File: src/rtl/core/integer_to_ascii_radix_core_defines.svh
// Assertion helpers shared by the core modules. Every module that uses them
// has a clock named clk and a synchronous active-high reset named rst.
`ifndef INTEGER_TO_ASCII_RADIX_CORE_DEFINES_SVH
`define INTEGER_TO_ASCII_RADIX_CORE_DEFINES_SVH

// Consequent must hold in the same cycle as the antecedent.
`define ITAR_ASSERT_SAME(label, ante, cons, msg) \
  label: assert property (@(posedge clk) disable iff (rst) (ante) |-> (cons)) \
    else $error(msg);

// Consequent must hold in the cycle after the antecedent.
`define ITAR_ASSERT_NEXT(label, ante, cons, msg) \
  label: assert property (@(posedge clk) disable iff (rst) (ante) |=> (cons)) \
    else $error(msg);

`endif

File: src/rtl/core/itar_pkg.sv
package itar_pkg;

  localparam int VALUE_W       = 32;
  localparam int CHAR_W        = 7;
  localparam int RADIX_W       = 6;
  localparam int APB_DATA_W    = 32;
  localparam int APB_ADDR_W    = 2;

  localparam int MAX_CHARS     = 32;
  localparam int RESULT_CAP    = 32;
  localparam int CHAR_CAP      = (MAX_CHARS < RESULT_CAP) ? MAX_CHARS : RESULT_CAP;
  localparam int IDX_W         = $clog2(CHAR_CAP);
  localparam int CNT_W         = $clog2(CHAR_CAP + 1);

  // The divider retires this many quotient bits per cycle.
  localparam int BITS_PER_STEP = 8;
  localparam int DIV_STEPS     = VALUE_W / BITS_PER_STEP;
  localparam int STEP_W        = $clog2(DIV_STEPS);

  localparam logic [RADIX_W-1:0] RADIX_RESET = 6'd10;
  localparam logic [RADIX_W-1:0] RADIX_MIN   = 6'd2;
  localparam logic [RADIX_W-1:0] RADIX_MAX   = 6'd36;
  localparam logic [RADIX_W-1:0] RADIX_DEC   = 6'd10;

  localparam logic [APB_ADDR_W-1:0] ADDR_RADIX = 2'd0;

  localparam logic [CHAR_W-1:0] CHAR_ZERO  = 7'h30;
  localparam logic [CHAR_W-1:0] CHAR_A     = 7'h61;
  localparam logic [CHAR_W-1:0] CHAR_MINUS = 7'h2d;
  localparam logic [CHAR_W-1:0] TEN        = 7'd10;

  typedef struct packed {
    logic               start;
    logic [VALUE_W-1:0] dividend;
    logic [RADIX_W-1:0] divisor;
  } div_ctrl_t;

  typedef struct packed {
    logic               done;
    logic [VALUE_W-1:0] quotient;
    logic [RADIX_W-1:0] remainder;
  } div_stat_t;

  typedef struct packed {
    logic              clear;
    logic              wr_en;
    logic [CHAR_W-1:0] wr_char;
    logic              emit_start;
  } buf_ctrl_t;

  typedef struct packed {
    logic busy;
  } buf_stat_t;

  function automatic logic [CHAR_W-1:0] digit_char(input logic [RADIX_W-1:0] rem);
    logic [CHAR_W-1:0] r;
    r = {1'b0, rem};
    if (r > 7'd9) begin
      digit_char = r - TEN + CHAR_A;
    end else begin
      digit_char = r + CHAR_ZERO;
    end
  endfunction

endpackage

File: src/rtl/core/itar_if.sv
interface itar_value_if;
  logic                                valid;
  logic                                ready;
  logic signed [itar_pkg::VALUE_W-1:0] value;

  modport source (output valid, output value, input ready);
  modport sink   (input valid, input value, output ready);
endinterface

interface itar_char_if;
  logic                         valid;
  logic                         ready;
  logic [itar_pkg::CHAR_W-1:0]  char_code;
  logic                         last_char;

  modport source (output valid, output char_code, output last_char, input ready);
  modport sink   (input valid, input char_code, input last_char, output ready);
endinterface

File: src/rtl/core/itar_divider.sv
`include "integer_to_ascii_radix_core_defines.svh"

module itar_divider (
  input  logic                clk,
  input  logic                rst,
  input  itar_pkg::div_ctrl_t ctrl,
  output itar_pkg::div_stat_t stat
);

  logic                          busy;
  logic                          done;
  logic [itar_pkg::STEP_W-1:0]   step;
  logic [itar_pkg::VALUE_W-1:0]  work;
  logic [itar_pkg::RADIX_W-1:0]  rem;
  logic [itar_pkg::RADIX_W-1:0]  divisor;
  logic [itar_pkg::VALUE_W-1:0]  work_next;
  logic [itar_pkg::RADIX_W-1:0]  rem_next;

  // Restoring division, several bits per cycle. The dividend shifts out of
  // the top of work while quotient bits shift in at the bottom.
  always_comb begin
    logic [itar_pkg::RADIX_W:0] trial;
    work_next = work;
    rem_next  = rem;
    for (int i = 0; i < itar_pkg::BITS_PER_STEP; i++) begin
      trial     = {rem_next, work_next[itar_pkg::VALUE_W-1]};
      work_next = {work_next[itar_pkg::VALUE_W-2:0], 1'b0};
      if (trial >= {1'b0, divisor}) begin
        trial        = trial - {1'b0, divisor};
        work_next[0] = 1'b1;
      end
      rem_next = trial[itar_pkg::RADIX_W-1:0];
    end
  end

  always_ff @(posedge clk) begin
    if (rst) begin
      busy <= 1'b0;
      done <= 1'b0;
      step <= '0;
    end else if (ctrl.start) begin
      busy <= 1'b1;
      done <= 1'b0;
      step <= '0;
    end else if (busy) begin
      step <= step + 1'b1;
      if (step == itar_pkg::STEP_W'(itar_pkg::DIV_STEPS - 1)) begin
        busy <= 1'b0;
        done <= 1'b1;
      end
    end else begin
      done <= 1'b0;
    end
  end

  always_ff @(posedge clk) begin
    if (rst) begin
      work <= '0;
    end else if (ctrl.start) begin
      work <= ctrl.dividend;
    end else if (busy) begin
      work <= work_next;
    end
  end

  always_ff @(posedge clk) begin
    if (ctrl.start) begin
      rem     <= '0;
      divisor <= ctrl.divisor;
    end else if (busy) begin
      rem <= rem_next;
    end
  end

  assign stat.done      = done;
  assign stat.quotient  = work;
  assign stat.remainder = rem;

  `ITAR_ASSERT_SAME(a_div_start_idle, ctrl.start, !busy, "divider restarted while busy")

endmodule

File: src/rtl/core/itar_char_buf.sv
`include "integer_to_ascii_radix_core_defines.svh"

module itar_char_buf (
  input  logic                clk,
  input  logic                rst,
  input  itar_pkg::buf_ctrl_t ctrl,
  output itar_pkg::buf_stat_t stat,
  itar_char_if.source         text
);

  logic [itar_pkg::CHAR_W-1:0] store [itar_pkg::CHAR_CAP];
  logic [itar_pkg::CNT_W-1:0]  count;
  logic [itar_pkg::CNT_W-1:0]  ptr;
  logic [itar_pkg::CNT_W-1:0]  ptr_dec;
  logic                        emitting;
  logic                        out_valid;
  logic [itar_pkg::CHAR_W-1:0] out_char;
  logic                        out_last;
  logic                        load;
  logic                        can_write;

  assign can_write = ctrl.wr_en && (count < itar_pkg::CNT_W'(itar_pkg::CHAR_CAP));
  assign ptr_dec   = ptr - 1'b1;
  // The output register reloads when empty or when its beat is taken.
  assign load      = emitting && (!out_valid || text.ready);

  always_ff @(posedge clk) begin
    if (can_write) begin
      store[count[itar_pkg::IDX_W-1:0]] <= ctrl.wr_char;
    end
  end

  always_ff @(posedge clk) begin
    if (rst) begin
      count <= '0;
    end else if (ctrl.clear) begin
      count <= '0;
    end else if (can_write) begin
      count <= count + 1'b1;
    end
  end

  // Characters were stored least significant first, so they are read back
  // from the top of the store down.
  always_ff @(posedge clk) begin
    if (rst) begin
      emitting <= 1'b0;
      ptr      <= '0;
    end else if (ctrl.emit_start) begin
      emitting <= 1'b1;
      ptr      <= count;
    end else if (load) begin
      ptr <= ptr_dec;
      if (ptr_dec == '0) begin
        emitting <= 1'b0;
      end
    end
  end

  always_ff @(posedge clk) begin
    if (rst) begin
      out_valid <= 1'b0;
    end else if (load) begin
      out_valid <= 1'b1;
    end else if (text.ready) begin
      out_valid <= 1'b0;
    end
  end

  always_ff @(posedge clk) begin
    if (load) begin
      out_char <= store[ptr_dec[itar_pkg::IDX_W-1:0]];
      out_last <= (ptr_dec == '0);
    end
  end

  assign text.valid     = out_valid;
  assign text.char_code = out_char;
  assign text.last_char = out_last;
  assign stat.busy      = emitting;

  `ITAR_ASSERT_SAME(a_buf_no_write_emit, ctrl.wr_en || ctrl.clear, !emitting,
                    "character store written during readout")
  `ITAR_ASSERT_SAME(a_buf_emit_nonempty, ctrl.emit_start, count != '0,
                    "readout started on an empty store")

endmodule

File: src/rtl/core/integer_to_ascii_radix_core.sv
// Integer to text converter in a configurable base.
// The number channel takes one signed 32-bit value per beat. The text
// channel returns its characters most significant first, one per beat,
// with last_char set on the final one. Base 10 negative values get a
// leading '-'; other bases read the value as unsigned. Digits above 9 are
// lower-case letters, and zero gives a single '0'.
// The radix register sits at APB byte address 0; the base in use is its
// value saturated to 2..36. A single shared divider produces the digits
// one at a time, least significant first, each by a full division of the
// previous quotient, 8 quotient bits at a time. Once the quotient reaches
// zero, a '-' is stored for a negative value and readout begins;
// characters then leave at one per cycle while the receiver is ready.
// The number channel is ready only between items. If the receiver stalls,
// readout holds in the output register and the block waits.
// Reset sets the radix to 10 and leaves the block idle with no text pending.
`include "integer_to_ascii_radix_core_defines.svh"

module integer_to_ascii_radix_core (
  input  logic                              clk,
  input  logic                              rst,
  itar_value_if.sink                        number,
  itar_char_if.source                       text,
  input  logic                              psel,
  input  logic                              penable,
  input  logic                              pwrite,
  input  logic [itar_pkg::APB_ADDR_W-1:0]   paddr,
  input  logic [itar_pkg::APB_DATA_W-1:0]   pwdata,
  output logic [itar_pkg::APB_DATA_W-1:0]   prdata,
  output logic                              pready
);

  typedef enum logic [4:0] {
    ST_IDLE   = 5'b00001,
    ST_DIVIDE = 5'b00010,
    ST_SIGN   = 5'b00100,
    ST_START  = 5'b01000,
    ST_EMIT   = 5'b10000
  } state_t;

  state_t                        state;
  state_t                        state_next;
  logic [itar_pkg::RADIX_W-1:0]  radix;
  logic [itar_pkg::RADIX_W-1:0]  base;
  logic                          negative;
  logic                          accept;
  logic                          in_negative;
  logic [itar_pkg::VALUE_W-1:0]  pattern;
  itar_pkg::div_ctrl_t           div_ctrl;
  itar_pkg::div_stat_t           div_stat;
  itar_pkg::buf_ctrl_t           buf_ctrl;
  itar_pkg::buf_stat_t           buf_stat;

  // Configuration port.
  assign pready = 1'b1;

  always_ff @(posedge clk) begin
    if (rst) begin
      radix <= itar_pkg::RADIX_RESET;
    end else if (psel && penable && pwrite && (paddr == itar_pkg::ADDR_RADIX)) begin
      radix <= pwdata[itar_pkg::RADIX_W-1:0];
    end
  end

  always_comb begin
    prdata = '0;
    if (paddr == itar_pkg::ADDR_RADIX) begin
      prdata = itar_pkg::APB_DATA_W'(radix);
    end
  end

  // Base saturation and sign handling for the incoming value.
  always_comb begin
    if (radix < itar_pkg::RADIX_MIN) begin
      base = itar_pkg::RADIX_MIN;
    end else if (radix > itar_pkg::RADIX_MAX) begin
      base = itar_pkg::RADIX_MAX;
    end else begin
      base = radix;
    end
  end

  assign accept      = number.valid && number.ready;
  assign in_negative = (base == itar_pkg::RADIX_DEC) && number.value[itar_pkg::VALUE_W-1];
  assign pattern     = in_negative ? (~number.value + 1'b1) : number.value;

  assign number.ready = (state == ST_IDLE);

  // Sequencer.
  always_comb begin
    state_next        = state;
    div_ctrl.start    = 1'b0;
    div_ctrl.dividend = div_stat.quotient;
    div_ctrl.divisor  = base;
    buf_ctrl.clear      = 1'b0;
    buf_ctrl.wr_en      = 1'b0;
    buf_ctrl.wr_char    = itar_pkg::digit_char(div_stat.remainder);
    buf_ctrl.emit_start = 1'b0;
    case (state)
      ST_IDLE: begin
        if (accept) begin
          div_ctrl.start    = 1'b1;
          div_ctrl.dividend = pattern;
          buf_ctrl.clear    = 1'b1;
          state_next        = ST_DIVIDE;
        end
      end
      ST_DIVIDE: begin
        if (div_stat.done) begin
          buf_ctrl.wr_en = 1'b1;
          if (div_stat.quotient != '0) begin
            div_ctrl.start = 1'b1;
          end else if (negative) begin
            state_next = ST_SIGN;
          end else begin
            state_next = ST_START;
          end
        end
      end
      ST_SIGN: begin
        buf_ctrl.wr_en   = 1'b1;
        buf_ctrl.wr_char = itar_pkg::CHAR_MINUS;
        state_next       = ST_START;
      end
      ST_START: begin
        buf_ctrl.emit_start = 1'b1;
        state_next          = ST_EMIT;
      end
      ST_EMIT: begin
        if (!buf_stat.busy) begin
          state_next = ST_IDLE;
        end
      end
      default: begin
        state_next = ST_IDLE;
      end
    endcase
  end

  always_ff @(posedge clk) begin
    if (rst) begin
      state    <= ST_IDLE;
      negative <= 1'b0;
    end else begin
      state <= state_next;
      if (accept) begin
        negative <= in_negative;
      end
    end
  end

  itar_divider u_divider (
    .clk  (clk),
    .rst  (rst),
    .ctrl (div_ctrl),
    .stat (div_stat)
  );

  itar_char_buf u_char_buf (
    .clk  (clk),
    .rst  (rst),
    .ctrl (buf_ctrl),
    .stat (buf_stat),
    .text (text)
  );

  `ITAR_ASSERT_NEXT(a_busy_after_accept, accept, !number.ready,
                    "number channel ready right after an accepted beat")
  `ITAR_ASSERT_SAME(a_done_in_divide, div_stat.done, state == ST_DIVIDE,
                    "divider finished outside the divide phase")

endmodule
File: src/flat_wrapper.sv
// flat-port wrapper written by rule: the top's interface ports become plain ports
module integer_to_ascii_radix_core_flat 
  (clk, rst, psel, penable, pwrite, paddr, pwdata, prdata, pready, number_valid, number_value, number_ready, text_valid, text_char_code, text_last_char, text_ready);
  itar_value_if number_i ();
  itar_char_if text_i ();
  input  logic clk;
  input  logic rst;
  input  logic psel;
  input  logic penable;
  input  logic pwrite;
  input  logic [itar_pkg::APB_ADDR_W-1:0] paddr;
  input  logic [itar_pkg::APB_DATA_W-1:0] pwdata;
  output logic [itar_pkg::APB_DATA_W-1:0] prdata;
  output logic pready;
  input wire logic [$bits(number_i.valid)-1:0] number_valid;
  input wire logic [$bits(number_i.value)-1:0] number_value;
  output wire logic [$bits(number_i.ready)-1:0] number_ready;
  output wire logic [$bits(text_i.valid)-1:0] text_valid;
  output wire logic [$bits(text_i.char_code)-1:0] text_char_code;
  output wire logic [$bits(text_i.last_char)-1:0] text_last_char;
  input wire logic [$bits(text_i.ready)-1:0] text_ready;
  assign number_i.valid = number_valid;
  assign number_i.value = number_value;
  assign number_ready = number_i.ready;
  assign text_valid = text_i.valid;
  assign text_char_code = text_i.char_code;
  assign text_last_char = text_i.last_char;
  assign text_i.ready = text_ready;
  integer_to_ascii_radix_core u_core (.clk(clk), .rst(rst), .number(number_i), .text(text_i), .psel(psel), .penable(penable), .pwrite(pwrite), .paddr(paddr), .pwdata(pwdata), .prdata(prdata), .pready(pready));
endmodule
File: config.mk
export PLATFORM = sky130hd
export DESIGN_NAME = integer_to_ascii_radix_core_flat
export DESIGN_NICKNAME = d
export VERILOG_FILES = /design/src/rtl/core/itar_pkg.sv /design/src/rtl/core/itar_if.sv /design/src/rtl/core/itar_divider.sv /design/src/rtl/core/itar_char_buf.sv /design/src/rtl/core/integer_to_ascii_radix_core.sv /design/src/flat_wrapper.sv
export VERILOG_INCLUDE_DIRS = /design/src /design/src/rtl/core
export SDC_FILE = /design/constraint.sdc
export NUM_CORES = 1
export LEC_CHECK = 0
export BUFFER_PORTS_ARGS = -buffer_cell sky130_fd_sc_hd__buf_2
export CAP_MARGIN = 20
export CORE_MARGIN = 2
export CORE_UTILIZATION = 35
export DETAILED_ROUTE_END_ITERATION = 12
export GPL_TIMING_DRIVEN = 0
export PLACE_DENSITY = 0.53
export SYNTH_ARGS = -nofsm -noshare
export SYNTH_HDL_FRONTEND = slang
export SYNTH_SLANG_ARGS = --single-unit
File: constraint.sdc
create_clock -name clk -period 53.5 [get_ports clk]
set_clock_uncertainty 0.15 [all_clocks]
set_input_delay 5.35 -clock clk [delete_from_list [all_inputs] [get_ports clk]]
set_output_delay 5.35 -clock clk [all_outputs]
set_load 0.02 [all_outputs]
==> reports/metrics.cfg <==
[worst_setup_path]
crit_path_top_delay_cell = edfxtp_1
critPathMaxFanout = 10
r2r-start = u_core.u_divider.divisor[1]$_DFFE_PP_
rr_endpoint = u_core.u_divider.rem[5]$_SDFFE_PP0P_
end_kind = flip-flop
critPathKind = flip-flop to flip-flop
rrSetupSlack_ns = 32.27
critPathArrivalTime_ns = 21.47
ff2ff_path_depth = 79
cp-start-kind = flip-flop
crit_required_ns = 53.74
slowest_delay_ns = 0.79
path_common_cell = o21ai_0

[logic_synthesis]
ys_ff_latch = 306
synth_top_area_cell = edfxtp_1
ys_seq_area_share_pct = 52.62
yosysTopAreaCellShare_pct = 44.20
ys_async_sr_fraction_pct = 0
synth_edf_count = 238
synth.cell_area_mm2 = 0.01617
yosys-top-cells-area = edfxtp_1, mux4_2, dfxtp_1
synth_cells = 1279
syn_avg_cell_area_um2 = 12.64
yosysMostFrequentCell = edfxtp_1
ys.flop_type = edfxtp_1
yosys_warnings = 0
synth_commonest_cells = edfxtp_1, nor2_1, mux4_2
ys_types = 80

[clock_tree]
cts_tree = done
cts.repair.resized = 0
clock_latency_ns = 0.52
clk_pin_slew_worst_paths_ns = 0.06
numCtsBuffers = 34
cts_setup_buffers = 0
cts_max_level = 2
root_buffer = clkbuf_16
clock_path_buffers = 3
clkSinkCount = 306
holdBufCountCts = 0

[sta]
worst_pin_slew_ns = 1.112
rsz0062_at_grt = false
drv_slew = 0
finalHoldViolCount = 0
min_period_ns = 21.23
finalSetupTns_ns = 0
relSlewSlack_pct = 25.31
finalSetupViolCount = 0
finalCritPeriodShare_pct = 39.68
max_clock_freq_mhz = 47.10

[layout]
fin_nets = 1554
num_antenna_cells = 0
area_growth_pct = 15.04
post-route-util_pct = 40.90
drive_gt1_share_pct = 18.50
final_cells = 2038

[global_route]
grt_overflow_total = 0
antenna_found_initial = 0
grt_max_degree = 33
grt_pass1_wl_um = 61940
grt_pass1_vias = 10468
grt_use_total_pct = 17.05

[floorplanning]
die_h_um = 218.9
die_area_mm2 = 0.04794
start_util_pct = 35.56
core_mm2 = 0.04548
die_w_um = 218.9
placementRows = 78
ioPinCount = 116

[run]
drv_cap = 0

[drt]
post_drt_wl_per_cell_um = 19.84
drc = 0
finalWirelength_um = 40430
antenna_left = 0
drt_pass1_iterations = 8
vias = 10535
via_per_inst = 5.169
initialDrtViolationCount = 777

[outcome]
status = complete, no violations

[worst_hold_path]
hold_class = flip-flop to flip-flop
whs_endpoint = u_core.state[2]$_SDFFE_PP0P_
hold_depth = 2
worstHoldStart = u_core.negative$_SDFFE_PP0P_

[place]
place_congestion = 0.8289
post-dp-hpwl_um = 29680
place_inst = 1974
io_buffers = 62

[registers in the layout, indices dropped and copies added, names as in the netlist]
| name | flops |
|---|---|
| u_core.state | 5 |
| u_core.u_divider.work | 32 |
| u_core.u_divider.divisor | 6 |
| u_core.u_divider.done | 1 |
| u_core.u_char_buf.ptr | 6 |
| u_core.u_divider.rem | 6 |
| u_core.radix | 6 |
| u_core.u_char_buf.text.valid | 1 |
| u_core.u_divider.step | 2 |
| u_core.u_char_buf.count | 6 |
| u_core.u_divider.busy | 1 |
| u_core.u_char_buf.stat | 1 |
| u_core.u_char_buf.store | 224 |
| u_core.u_char_buf.text.char_code | 7 |
| u_core.u_char_buf.text.last_char | 1 |
| u_core.negative | 1 |
[placed cells by master, fill, tap and decap left out, types with 29 or more instances in the layout]
cell	synthesis	layout
a211oi_1	34	33
a21oi_1	63	63
buf_2	1	64
buf_4	27	29
clkbuf_1	38	42
clkbuf_16	0	34
dfxtp_1	68	68
edfxtp_1	238	238
ha_1	61	61
inv_1	51	51
mux2i_1	43	43
mux4_2	70	70
nand2_1	57	57
nor2_1	142	141
o21ai_0	43	42
xnor2_1	42	42
[cell families after synthesis]
family	after synthesis	share of synthesized area, %
other	2	0.04644
xor gates and xnor gates	66	3.575
buffers and inverters	128	3.652
muxes	129	13.57
DFF	306	52.62
and+or+nand+nor	345	10.56
AOI/OAI and AO/OA	233	10.21
adders and majority gates	70	5.772
[how the worst max path moves through the flow]
stage                                          startpoint                                   end  slack, ns  cells past startpoint
finish              u_core.u_divider.divisor[1]$_DFFE_PP_  u_core.u_divider.rem[5]$_SDFFE_PP0P_      32.27                     79
global route        u_core.u_divider.divisor[1]$_DFFE_PP_  u_core.u_divider.rem[5]$_SDFFE_PP0P_      30.39                     79
CTS                 u_core.u_divider.divisor[1]$_DFFE_PP_  u_core.u_divider.rem[5]$_SDFFE_PP0P_      32.09                     79
detailed placement  u_core.u_divider.divisor[1]$_DFFE_PP_  u_core.u_divider.rem[5]$_SDFFE_PP0P_      32.16                     79
global placement    u_core.u_divider.divisor[1]$_DFFE_PP_  u_core.u_divider.rem[5]$_SDFFE_PP0P_      32.28                     79
floorplan           u_core.u_divider.divisor[1]$_DFFE_PP_  u_core.u_divider.rem[1]$_SDFFE_PP0P_      36.52                     79
[through the flow]
step	hold WS, ns	instance area (µm²)	setup WS (ns)
detailed placement	0.2935	17480	32.16
CTS	0.3010	18570	32.09
finish	0.2955	18600	32.27
global route	0.3250	18600	30.39
floorplan	0.2678	16260	36.52
global placement	0.2943	17330	32.28
[layout make-up]
class | instances | area [µm²]
fillers | 4347 | 26880
multi-input cells | 870 | 7184
repair buffers | 72 | 473.0
clock buffers | 40 | 893.4
flip-flops and latches | 306 | 8508
plain buffers | 77 | 399.1
clock inverters | 22 | 202.7
well taps | 600 | 750.7
inverters | 51 | 191.4
[worst max-delay path: cells and delay by family (launching register included)]
family	cells	cell delay, ns
buf+inv	7	1.73
simple gates	18	3.28
compound gates	43	11.08
mux	3	1.35
fa+ha+maj	8	2.69
flops	1	0.79
[per-layer routing]
| metal | track usage [%] | up-vias | wire (µm) |
|---|---|---|---|
| met2 | 27.81 | 275 | 19070 |
| met3 | 2.952 | 53 | 2210 |
| met5 | 0 | - | 0 |
| met4 | 4.099 | 0 | 775 |
| li1 | - | 5075 | - |
| met1 | 23.67 | 5132 | 18380 |
Power is not shown: default switching activity piles up to over one toggle a cycle in this logic, so the estimate is an artifact.
